`src/hw/rtl/dbg_pkg.sv`:
```
// Package for the density band governor: constants, tables, types.
package dbg_pkg;

    localparam int MaxCrowd = 256;
    localparam int ObsW = 9;
    localparam int SmW = 17;

    typedef enum logic [2:0] {
        CFG_VOICE_LIMIT = 3'd0,
        CFG_RISE_MS     = 3'd1,
        CFG_FALL_MS     = 3'd2,
        CFG_PROMO_HOLD  = 3'd3,
        CFG_DEMO_HOLD   = 3'd4,
        CFG_HYST        = 3'd5
    } cfg_idx_t;

    typedef enum logic [2:0] {
        ST_IDLE,
        ST_DIV,
        ST_EXP,
        ST_EXP2,
        ST_APPLY,
        ST_BAND,
        ST_OUT
    } state_t;

    typedef struct packed {
        logic        start;
        logic [49:0] dividend;
        logic [16:0] divisor;
    } div_req_t;

    typedef struct packed {
        logic        busy;
        logic        done;
        logic [49:0] quotient;
    } div_rsp_t;

    function automatic logic [16:0] exp_int(input logic [2:0] n);
        logic [16:0] r;
        begin
            unique case (n)
                3'd0: r = 17'd65536;
                3'd1: r = 17'd24109;
                3'd2: r = 17'd8869;
                3'd3: r = 17'd3263;
                3'd4: r = 17'd1200;
                3'd5: r = 17'd442;
                3'd6: r = 17'd162;
                default: r = 17'd0;
            endcase
            return r;
        end
    endfunction

    function automatic logic [16:0] exp_frac(input logic [3:0] i);
        logic [16:0] r;
        begin
            unique case (i)
                4'd0:  r = 17'd65536;
                4'd1:  r = 17'd61565;
                4'd2:  r = 17'd57835;
                4'd3:  r = 17'd54331;
                4'd4:  r = 17'd51039;
                4'd5:  r = 17'd47947;
                4'd6:  r = 17'd45042;
                4'd7:  r = 17'd42313;
                4'd8:  r = 17'd39750;
                4'd9:  r = 17'd37341;
                4'd10: r = 17'd35079;
                4'd11: r = 17'd32954;
                4'd12: r = 17'd30957;
                4'd13: r = 17'd29081;
                4'd14: r = 17'd27319;
                default: r = 17'd25664;
            endcase
            return r;
        end
    endfunction

    function automatic logic [7:0] band_edge(input logic [2:0] b);
        logic [7:0] r;
        begin
            unique case (b)
                3'd0: r = 8'd0;
                3'd1: r = 8'd9;
                3'd2: r = 8'd25;
                3'd3: r = 8'd65;
                default: r = 8'd129;
            endcase
            return r;
        end
    endfunction

    // attacks, spread, active
    function automatic logic [12:0] band_prof(input logic [2:0] b);
        logic [12:0] r;
        begin
            unique case (b)
                3'd0: r = {3'd4, 5'd1, 5'd8};
                3'd1: r = {3'd4, 5'd2, 5'd10};
                3'd2: r = {3'd3, 5'd4, 5'd12};
                3'd3: r = {3'd2, 5'd8, 5'd14};
                default: r = {3'd2, 5'd16, 5'd16};
            endcase
            return r;
        end
    endfunction

endpackage

```
`src/hw/rtl/dbg_div.sv`:
```
// Radix-2 restoring divider, one quotient bit per cycle.
module dbg_div
    import dbg_pkg::*;
(
    input  logic     clk,
    input  logic     rst_n,
    input  div_req_t req,
    output div_rsp_t rsp
);

    logic [49:0] quot_reg, quot_next;
    logic [17:0] rem_reg, rem_next;
    logic [16:0] dvs_reg, dvs_next;
    logic [5:0]  cnt_reg, cnt_next;
    logic        busy_reg, busy_next;
    logic        done_reg, done_next;
    logic [17:0] trial;

    always_comb
    begin
        quot_next = quot_reg;
        rem_next  = rem_reg;
        dvs_next  = dvs_reg;
        cnt_next  = cnt_reg;
        busy_next = busy_reg;
        done_next = 1'b0;
        trial     = {rem_reg[16:0], quot_reg[49]};
        if (req.start)
        begin
            quot_next = req.dividend;
            rem_next  = '0;
            dvs_next  = req.divisor;
            cnt_next  = 6'd50;
            busy_next = 1'b1;
        end
        else if (busy_reg)
        begin
            // shift in one dividend bit, subtract when it fits
            if (trial >= {1'b0, dvs_reg})
            begin
                rem_next  = trial - {1'b0, dvs_reg};
                quot_next = {quot_reg[48:0], 1'b1};
            end
            else
            begin
                rem_next  = trial;
                quot_next = {quot_reg[48:0], 1'b0};
            end
            cnt_next = cnt_reg - 6'd1;
            if (cnt_reg == 6'd1)
            begin
                busy_next = 1'b0;
                done_next = 1'b1;
            end
        end
    end

    always_ff @(posedge clk or negedge rst_n)
    begin
        if (!rst_n)
        begin
            cnt_reg  <= '0;
            busy_reg <= 1'b0;
            done_reg <= 1'b0;
        end
        else
        begin
            cnt_reg  <= cnt_next;
            busy_reg <= busy_next;
            done_reg <= done_next;
        end
    end

    always_ff @(posedge clk)
    begin
        quot_reg <= quot_next;
        rem_reg  <= rem_next;
        dvs_reg  <= dvs_next;
    end

    assign rsp.busy     = busy_reg;
    assign rsp.done     = done_reg;
    assign rsp.quotient = quot_reg;

`ifndef ASSERT_OFF
    a_done_after_busy: assert property (@(posedge clk) disable iff (!rst_n)
        rsp.done |-> $past(busy_reg))
        else $error("divider done without busy");
    a_cnt_zero_idle: assert property (@(posedge clk) disable iff (!rst_n)
        !busy_reg |-> cnt_reg == 6'd0)
        else $error("divider count left over");
    a_done_drops_busy: assert property (@(posedge clk) disable iff (!rst_n)
        rsp.done |-> !busy_reg)
        else $error("divider busy at done");
`endif

endmodule

```
`src/hw/rtl/density_band_governor.sv`:
```
// Top level of the density band governor: sequencer, state and output word.
//
//  channel  | handshake            | payload
//  in       | in_valid / in_stall  | held_sources recent_sources time_ms time_valid
//  out      | out_valid / out_stall| observed_density .. profile_changed
//  cfg      | cfg_valid / cfg_ready| cfg_index cfg_data
//
// An item that moves the smoother runs the 50-step serial divide for
// 3*dt*65536/tau (start, 50 quotient bits, done), then exponent, coefficient,
// apply, band and output before the next accept. Other items go from the
// divide state straight to band. rst_n clears all control and governor state.
// A waiting output word holds the next item in the band step.
module density_band_governor
    import dbg_pkg::*;
(
    input  logic        clk,
    input  logic        rst_n,
    input  logic        in_valid,
    output logic        in_stall,
    input  logic [15:0] held_sources,
    input  logic [15:0] recent_sources,
    input  logic [31:0] time_ms,
    input  logic        time_valid,
    output logic        out_valid,
    input  logic        out_stall,
    output logic [8:0]  observed_density,
    output logic [16:0] smoothed_density_q8,
    output logic [2:0]  band_index,
    output logic [2:0]  max_attacks,
    output logic [4:0]  spread_slots,
    output logic [4:0]  max_active,
    output logic        profile_changed,
    input  logic        cfg_valid,
    output logic        cfg_ready,
    input  logic [2:0]  cfg_index,
    input  logic [31:0] cfg_data
);

    state_t state_reg, state_next;

    logic [4:0]  vlim_reg;
    logic [15:0] rise_reg;
    logic [16:0] fall_reg;
    logic [14:0] phold_reg;
    logic [15:0] dhold_reg;
    logic [6:0]  hyst_reg;

    logic [31:0] last_time_reg;
    logic        clk_started_reg, sm_started_reg;
    logic [16:0] sm_reg;
    logic [2:0]  cur_band_reg;
    logic [2:0]  cand_band_reg;
    logic        cand_valid_reg;
    logic [15:0] cand_time_reg;
    logic [12:0] last_prof_reg;

    logic [8:0]  obs_reg;
    logic [9:0]  dt_reg;
    logic        mv_reg;
    logic        up_reg;
    logic [16:0] diff_reg;
    logic [16:0] e_reg;
    logic [11:0] y_reg;
    logic [8:0]  coef_reg;

    logic        ov_reg;
    logic [8:0]  o_obs_reg;
    logic [16:0] o_sm_reg;
    logic [2:0]  o_band_reg;
    logic [12:0] o_prof_reg;
    logic        o_chg_reg;

    div_req_t dreq;
    div_rsp_t drsp;

    dbg_div u_div (.clk(clk), .rst_n(rst_n), .req(dreq), .rsp(drsp));

    logic        in_acc, out_acc, out_free;
    logic [8:0]  held_c, rec_c, obs_c;
    logic [31:0] dlt;
    logic [9:0]  dt_c;
    logic        has_dt;

    assign in_stall = (state_reg != ST_IDLE);
    assign in_acc   = in_valid && !in_stall;
    assign out_acc  = ov_reg && !out_stall;
    assign out_free = !ov_reg || out_acc;
    assign cfg_ready = 1'b1;

    assign held_c = (held_sources > 16'(MaxCrowd)) ? 9'(MaxCrowd) : held_sources[8:0];
    assign rec_c  = (recent_sources > 16'(MaxCrowd)) ? 9'(MaxCrowd) : recent_sources[8:0];
    assign obs_c  = (held_c > rec_c) ? held_c : rec_c;
    assign dlt    = time_ms - last_time_reg;
    assign has_dt = time_valid && clk_started_reg && (time_ms >= last_time_reg)
                    && (dlt != 32'd0);
    assign dt_c   = (dlt > 32'd1000) ? 10'd1000 : dlt[9:0];

    // sequencer next state
    always_comb
    begin
        state_next = state_reg;
        unique case (state_reg)
            ST_IDLE:  if (in_acc) state_next = ST_DIV;
            ST_DIV:   if (!mv_reg) state_next = ST_BAND;
                      else if (drsp.done) state_next = ST_EXP;
            ST_EXP:   state_next = ST_EXP2;
            ST_EXP2:  state_next = ST_APPLY;
            ST_APPLY: state_next = ST_BAND;
            ST_BAND:  if (out_free) state_next = ST_OUT;
            ST_OUT:   state_next = ST_IDLE;
            default:  state_next = ST_IDLE;
        endcase
    end

    logic div_kick_reg;
    always_comb
    begin
        dreq.start    = div_kick_reg;
        dreq.divisor  = up_reg ? {1'b0, rise_reg} : fall_reg;
        dreq.dividend = 50'(({40'd0, dt_reg} * 50'd3) << 16);
    end

    // exponent path pieces
    logic [49:0] xq;
    logic [33:0] prod1;
    logic [28:0] prod2;
    logic [16:0] e1, e2;
    logic [25:0] mstep;
    logic [16:0] stp;
    logic [17:0] sm_new;
    logic        demote_ok;
    logic [2:0]  tb, desired;
    logic [15:0] hold;
    logic [8:0]  rnd;
    logic [16:0] edge_sc;
    logic [16:0] ct_sum;

    assign xq    = drsp.quotient;
    assign prod1 = {17'd0, exp_int(xq[18:16])} * {17'd0, exp_frac(xq[15:12])};
    assign e1    = 17'((prod1 + 34'd32768) >> 16);
    assign prod2 = {12'd0, e_reg} * {17'd0, y_reg};
    assign e2    = e_reg - 17'((prod2 + 29'd32768) >> 16);
    assign mstep = {17'd0, coef_reg} * {9'd0, diff_reg};
    assign stp   = 17'((mstep + 26'd128) >> 8);
    assign sm_new = up_reg ? ({1'b0, sm_reg} + {1'b0, stp}) : ({1'b0, sm_reg} - {1'b0, stp});

    assign rnd = ((sm_reg + 17'd128) >> 8) > 17'(MaxCrowd) ? 9'(MaxCrowd)
                 : 9'((sm_reg + 17'd128) >> 8);
    always_comb
    begin
        priority if (rnd <= 9'd8)   tb = 3'd0;
        else if (rnd <= 9'd24)      tb = 3'd1;
        else if (rnd <= 9'd64)      tb = 3'd2;
        else if (rnd <= 9'd128)     tb = 3'd3;
        else                        tb = 3'd4;
    end
    assign edge_sc   = 17'({9'd0, band_edge(cur_band_reg)} * (17'd256 - {10'd0, hyst_reg}));
    assign demote_ok = sm_reg < edge_sc;
    always_comb
    begin
        desired = cur_band_reg;
        hold    = '0;
        if (tb > cur_band_reg)
        begin
            desired = tb;
            hold    = {1'b0, phold_reg};
        end
        else if (tb < cur_band_reg && demote_ok)
        begin
            desired = tb;
            hold    = dhold_reg;
        end
    end
    assign ct_sum = {1'b0, cand_time_reg} + {7'd0, dt_reg};

    logic [2:0]  nb;
    logic [12:0] np;
    always_comb
    begin
        nb = cur_band_reg;
        if (desired != cur_band_reg)
        begin
            if (!cand_valid_reg || cand_band_reg != desired)
            begin
                if (hold == 16'd0) nb = desired;
            end
            else if (hold == 16'd0 || (ct_sum > 17'd60000 ? 17'd60000 : ct_sum)
                     >= {1'b0, hold})
                nb = desired;
        end
        np = band_prof(nb);
        if (np[4:0] > vlim_reg) np[4:0] = vlim_reg;
    end

    always_ff @(posedge clk or negedge rst_n)
    begin
        if (!rst_n)
        begin
            state_reg       <= ST_IDLE;
            vlim_reg        <= 5'd16;
            rise_reg        <= 16'd500;
            fall_reg        <= 17'd6000;
            phold_reg       <= 15'd500;
            dhold_reg       <= 16'd4000;
            hyst_reg        <= 7'd51;
            last_time_reg   <= '0;
            clk_started_reg <= 1'b0;
            sm_started_reg  <= 1'b0;
            sm_reg          <= '0;
            cur_band_reg    <= '0;
            cand_band_reg   <= '0;
            cand_valid_reg  <= 1'b0;
            cand_time_reg   <= '0;
            last_prof_reg   <= band_prof(3'd0);
            ov_reg          <= 1'b0;
            div_kick_reg    <= 1'b0;
        end
        else
        begin
            state_reg    <= state_next;
            div_kick_reg <= 1'b0;
            if (state_reg == ST_OUT) ov_reg <= 1'b1;
            else if (out_acc) ov_reg <= 1'b0;
            if (cfg_valid && cfg_ready)
            begin
                unique case (cfg_index)
                    CFG_VOICE_LIMIT: vlim_reg <= (cfg_data[4:0] < 5'd1) ? 5'd1 :
                        (cfg_data[4:0] > 5'd16) ? 5'd16 : cfg_data[4:0];
                    CFG_RISE_MS: rise_reg <= (cfg_data[15:0] < 16'd50) ? 16'd50 :
                        (cfg_data[15:0] > 16'd60000) ? 16'd60000 : cfg_data[15:0];
                    CFG_FALL_MS: fall_reg <= (cfg_data[16:0] < 17'd50) ? 17'd50 :
                        (cfg_data[16:0] > 17'd120000) ? 17'd120000 : cfg_data[16:0];
                    CFG_PROMO_HOLD: phold_reg <= (cfg_data[14:0] > 15'd30000) ?
                        15'd30000 : cfg_data[14:0];
                    CFG_DEMO_HOLD: dhold_reg <= (cfg_data[15:0] > 16'd60000) ?
                        16'd60000 : cfg_data[15:0];
                    CFG_HYST: hyst_reg <= (cfg_data[6:0] > 7'd125) ? 7'd125 : cfg_data[6:0];
                    default: ;
                endcase
            end
            unique case (state_reg)
                ST_IDLE:
                    if (in_acc)
                    begin
                        if (time_valid)
                        begin
                            clk_started_reg <= 1'b1;
                            last_time_reg   <= time_ms;
                        end
                        if (!sm_started_reg)
                        begin
                            // first sample loads directly
                            sm_reg         <= {obs_c, 8'd0};
                            sm_started_reg <= 1'b1;
                        end
                        else if (has_dt && ({obs_c, 8'd0} != sm_reg))
                            div_kick_reg <= 1'b1;
                    end
                ST_EXP:
                    ;
                ST_APPLY:
                    sm_reg <= (sm_new > 18'(MaxCrowd * 256)) ? 17'(MaxCrowd * 256)
                              : sm_new[16:0];
                ST_BAND:
                    // hold here until the output register is free
                    if (out_free)
                    begin
                        cur_band_reg <= nb;
                        if (desired == cur_band_reg || nb == desired)
                        begin
                            cand_valid_reg <= 1'b0;
                            cand_band_reg  <= '0;
                            cand_time_reg  <= '0;
                        end
                        else if (!cand_valid_reg || cand_band_reg != desired)
                        begin
                            cand_valid_reg <= 1'b1;
                            cand_band_reg  <= desired;
                            cand_time_reg  <= '0;
                        end
                        else
                            cand_time_reg <= (ct_sum > 17'd60000) ? 16'd60000 : ct_sum[15:0];
                        last_prof_reg <= np;
                        o_prof_reg    <= np;
                        o_band_reg    <= nb;
                        o_chg_reg     <= (np != last_prof_reg);
                        o_obs_reg     <= obs_reg;
                        o_sm_reg      <= sm_reg;
                    end
                default: ;
            endcase
        end
    end

    // datapath working registers
    always_ff @(posedge clk)
    begin
        if (in_acc)
        begin
            obs_reg <= obs_c;
            dt_reg  <= has_dt ? dt_c : 10'd0;
            mv_reg  <= has_dt && sm_started_reg && ({obs_c, 8'd0} != sm_reg);
            up_reg  <= ({obs_c, 8'd0} >= sm_reg);
            diff_reg <= ({obs_c, 8'd0} >= sm_reg) ? ({obs_c, 8'd0} - sm_reg)
                                                  : (sm_reg - {obs_c, 8'd0});
        end
        if (state_reg == ST_EXP)
        begin
            e_reg <= e1;
            y_reg <= xq[11:0];
        end
        if (state_reg == ST_EXP2)
        begin
            if (xq >= 50'(7 * 65536))
                coef_reg <= 9'd256;
            else
                coef_reg <= 9'((17'd65536 - (e2 > 17'd65536 ? 17'd65536 : e2)
                               + 17'd128) >> 8);
        end
    end

    assign out_valid           = ov_reg;
    assign observed_density    = o_obs_reg;
    assign smoothed_density_q8 = o_sm_reg;
    assign band_index          = o_band_reg;
    assign max_attacks         = o_prof_reg[12:10];
    assign spread_slots        = o_prof_reg[9:5];
    assign max_active          = o_prof_reg[4:0];
    assign profile_changed     = o_chg_reg;

`ifndef ASSERT_OFF
    a_band_range: assert property (@(posedge clk) disable iff (!rst_n)
        cur_band_reg <= 3'd4)
        else $error("band out of range");
    a_sm_cap: assert property (@(posedge clk) disable iff (!rst_n)
        sm_reg <= 17'(MaxCrowd * 256))
        else $error("smoother above cap");
    a_busy_stall: assert property (@(posedge clk) disable iff (!rst_n)
        drsp.busy |-> in_stall)
        else $error("input open while divider runs");
    a_cap_active: assert property (@(posedge clk) disable iff (!rst_n)
        ov_reg |-> max_active <= vlim_reg || $past(cfg_valid))
        else $error("active above limit");
`endif

endmodule

```
`config.mk`:
```
export PLATFORM = sky130hd
export DESIGN_NAME = density_band_governor
export DESIGN_NICKNAME = d
export VERILOG_FILES = /design/src/hw/rtl/dbg_pkg.sv /design/src/hw/rtl/dbg_div.sv /design/src/hw/rtl/density_band_governor.sv
export SDC_FILE = /design/constraint.sdc
export NUM_CORES = 2
export LEC_CHECK = 0
export BUFFER_PORTS_ARGS = -buffer_cell sky130_fd_sc_hd__buf_2
export CAP_MARGIN = 20
export CORE_ASPECT_RATIO = 1.2
export CORE_MARGIN = 2
export CORE_UTILIZATION = 45
export DETAILED_ROUTE_END_ITERATION = 10
export PLACE_DENSITY_LB_ADDON = 0.1
export SLEW_MARGIN = 20
export SYNTH_ARGS = -nofsm -noshare
export SYNTH_HDL_FRONTEND = slang
export SYNTH_SLANG_ARGS = --single-unit
export TNS_END_PERCENT = 100
```
`constraint.sdc`:
```
create_clock -name clk -period 12.25 [get_ports clk]
set_input_delay 2.45 -clock clk [delete_from_list [all_inputs] [get_ports clk]]
set_output_delay 2.45 -clock clk [all_outputs]
set_load 0.05 [all_outputs]
```
==> flow_metrics.py <==
metrics = {
    "status": {
        "outcome": "complete, no violations",
    },
    "setup_path": {
        "cp-start-kind": "flip-flop",
        "crit_path_top_delay_cell": "dfstp_2",
        "cp.arrival_ns": 11.68,
        "reg2reg_slack_ns": 0.89,
        "critPathMostFrequentCell": "inv_1",
        "rr_startpoint": "hyst_reg[0]",
        "slowest_delay_ns": 0.58,
        "rr_worst_depth": 53,
        "r2r_end": "profile_changed",
        "critPathMaxFanout": 16,
        "required_ns": 12.57,
        "crit_type": "reg2reg",
        "crit_path_end_kind": "flip-flop",
    },
    "die": {
        "die_area_sq_um": 101000,
        "fp.dieH_um": 348,
        "dieWidth_um": 291,
        "core_sq_um": 98200,
        "io_pins": 151,
        "initial_utilization_pct": 45.3,
        "rows": 126,
    },
    "timing": {
        "relSlewSlack_pct": 27.0,
        "maxSlewViolCount": 0,
        "layout_setup_ws_ns": 0.891,
        "clock_skew_ns": 0.0242,
        "max_freq_mhz": 88.0,
        "finalHoldViolations": 0,
        "finalCriticalPeriod_ns": 11.36,
        "tightestPinTransition_ns": 1.10,
        "period_share_pct": 92.7,
        "setup_viol": 0,
    },
    "placed_design": {
        "place_ws_ns": 0.530,
        "io_buffers": 134,
        "placedInstanceArea_sq_um": 46300,
        "hpwlAfterDp_um": 83300,
        "routabilityCongestion": 0.847,
    },
    "clock_network": {
        "insertion_delay_ns": 0.61,
        "clkSlewWorstSetupHoldPaths_ns": 0.07,
        "post_cts_buffers": 0,
        "cts_sinks": 394,
        "htreeDepth": 2,
        "clockBufferDepth": 3,
        "cts_tree": "built",
        "cts_buffers": 45,
        "cts_root_buf": "clkbuf_16",
    },
    "synthesis": {
        "synth-xor-area-share_pct": 3.68,
        "synth-adder-area-share_pct": 35.0,
        "synth_simple_gate_area_share_pct": 16.6,
        "synth-main-ff-cell": "edfxtp_1",
        "yosysSeqAreaShare_pct": 23.1,
        "synth_mux_area_share_pct": 2.86,
        "synthTopCellsByCount": "inv_1, nand2_1, ha_1",
        "synth.avg_cell_area_sq_um": 9.16,
        "synth_top_family_by_area": "adder cells",
        "synth_fp_nets": 5927,
        "synthCells": 4858,
        "ys_ff_latch": 394,
        "synth-edff-count": 147,
        "async_flop_share_pct": 44.4,
        "yosysWarningCount": 0,
        "synth_area_sq_um": 44500,
        "synth_cell_types": 102,
        "synth-compound-area-share_pct": 10.9,
        "synth_top_area_share_pct": 21.1,
        "synthTopCellsByArea": "fa_1, ha_1, edfxtp_1, dfrtp_1, inv_1",
        "yosysMostFrequentCell": "inv_1",
        "yosys.area.top_type": "fa_1",
    },
    "job": {
        "cap_violations": 0,
    },
    "routing": {
        "highest_layer": "met5",
        "drtIter0Drc": 1482,
        "met1_length_um": 48300,
        "dr_wl_met2_um": 52300,
        "wire_per_inst_um": 17.3,
        "wirelength_um": 107000,
        "drc": 0,
        "first_pass_iters": 5,
        "final_antenna_net_count": 0,
        "via_per_inst": 5.32,
        "via_count": 32900,
        "wl_met3_um": 3610,
    },
    "hold_path": {
        "hold_path.startpoint": "obs_reg[2]",
        "timing.hold.worst.class": "reg2reg",
        "whs_path_depth": 0,
        "hold_path_end": "observed_density[2]",
    },
    "global_route": {
        "grt_max_degree": 82,
        "antenna_found_initial": 2,
        "grt_pass1_vias": 34500,
        "grt-ovfl-total": 0,
        "track_usage_pct": 21.6,
        "grt_pass1_wl_um": 179000,
    },
    "finish": {
        "finalNetCount": 5942,
        "seq_area_sq_um": 10300,
        "largest_reg_flops": 50,
        "finalInstanceArea_sq_um": 47900,
        "fillerInstances": 9531,
        "syn_to_final_growth_pct": 7.67,
        "multi_input_area_sq_um": 30800,
        "drive_above_1_share_pct": 8.04,
    },
}
logic make-up after synthesis:
logic type      Yosys count
other cells               1
buf+inv                 917
fa+ha+maj               964
xor+xnor                186
flops                   394
mux                     120
compound gates          734
simple gates           1542
repair_timing:
item                       4_1_cts  5_1_grt
setup endpoints to repair        0        2
gates resized for setup          0        6
hold buffers                     0        0
placed cells by master, fill, tap and decap left out, drive strengths merged, types with 70 or more instances in the layout:
cell	count
inv	718
nand2	610
ha	496
fa	468
nor2	293
and2	247
a21oi	180
buf	167
o21ai	165
edfxtp	147
dfrtp	142
xnor2	116
dfxtp	72
xor2	70
metrics by stage:
| stage | hold WS (ns) | util (%) | std cells | TNS (ns) |
|---|---|---|---|---|
| 2_1_floorplan | 0.400 | - | 4858 | 0 |
| 3_3_place_gp | 0.405 | 47.1 | 6106 | 0 |
| 3_5_place_dp | 0.405 | 47.1 | 6106 | 0 |
| 4_1_cts | 0.418 | 48.7 | 6190 | 0 |
| 5_1_grt | 0.422 | 48.8 | 6191 | -0.000335 |
| 6_report | 0.416 | 48.8 | 6191 | 0 |
cell type report:
type / instances / share of cell area [%]
Antenna cell: 1 / 0.00523
Sequential cell: 394 / 21.5
Tap cell: 1280 / 3.34
Multi-Input combinational cell: 3547 / 64.3
Clock buffer: 55 / 2.52
Inverter: 717 / 5.62
Timing Repair Buffer: 168 / 1.95
Clock inverter: 29 / 0.794
worst max-delay path by stage:
stage	slack, ns	cells after the start	from	end
after floorplan	1.36	54	hyst_reg[2]	profile_changed
after global placement	0.67	52	hyst_reg[0]	profile_changed
after detailed placement	0.53	52	hyst_reg[0]	profile_changed
after CTS	0.51	52	hyst_reg[0]	profile_changed
after global routing	-0.0003	53	hyst_reg[0]	profile_changed
final	0.89	53	hyst_reg[0]	profile_changed
per-layer routing:
| layer | GRT usage [%] | vias up |
|---|---|---|
| met5 | 0 | - |
| met1 | 28.6 | 16200 |
| met2 | 37.8 | 489 |
| met3 | 2.51 | 130 |
| met4 | 5.52 | 2 |
| li1 | - | 16100 |
critical path, delay by kind of cell, from the launching register on:
family	cells	cell delay, ns
compound gates	22	4.25
xor+xnor	3	0.60
fa+ha+maj	9	3.27
buf+inv	9	0.99
flops	1	0.58
simple gates	10	1.37
Power is left out: the tool's default activity adds up to more than one toggle a clock period on the data nets, which glitch-free logic cannot reach.
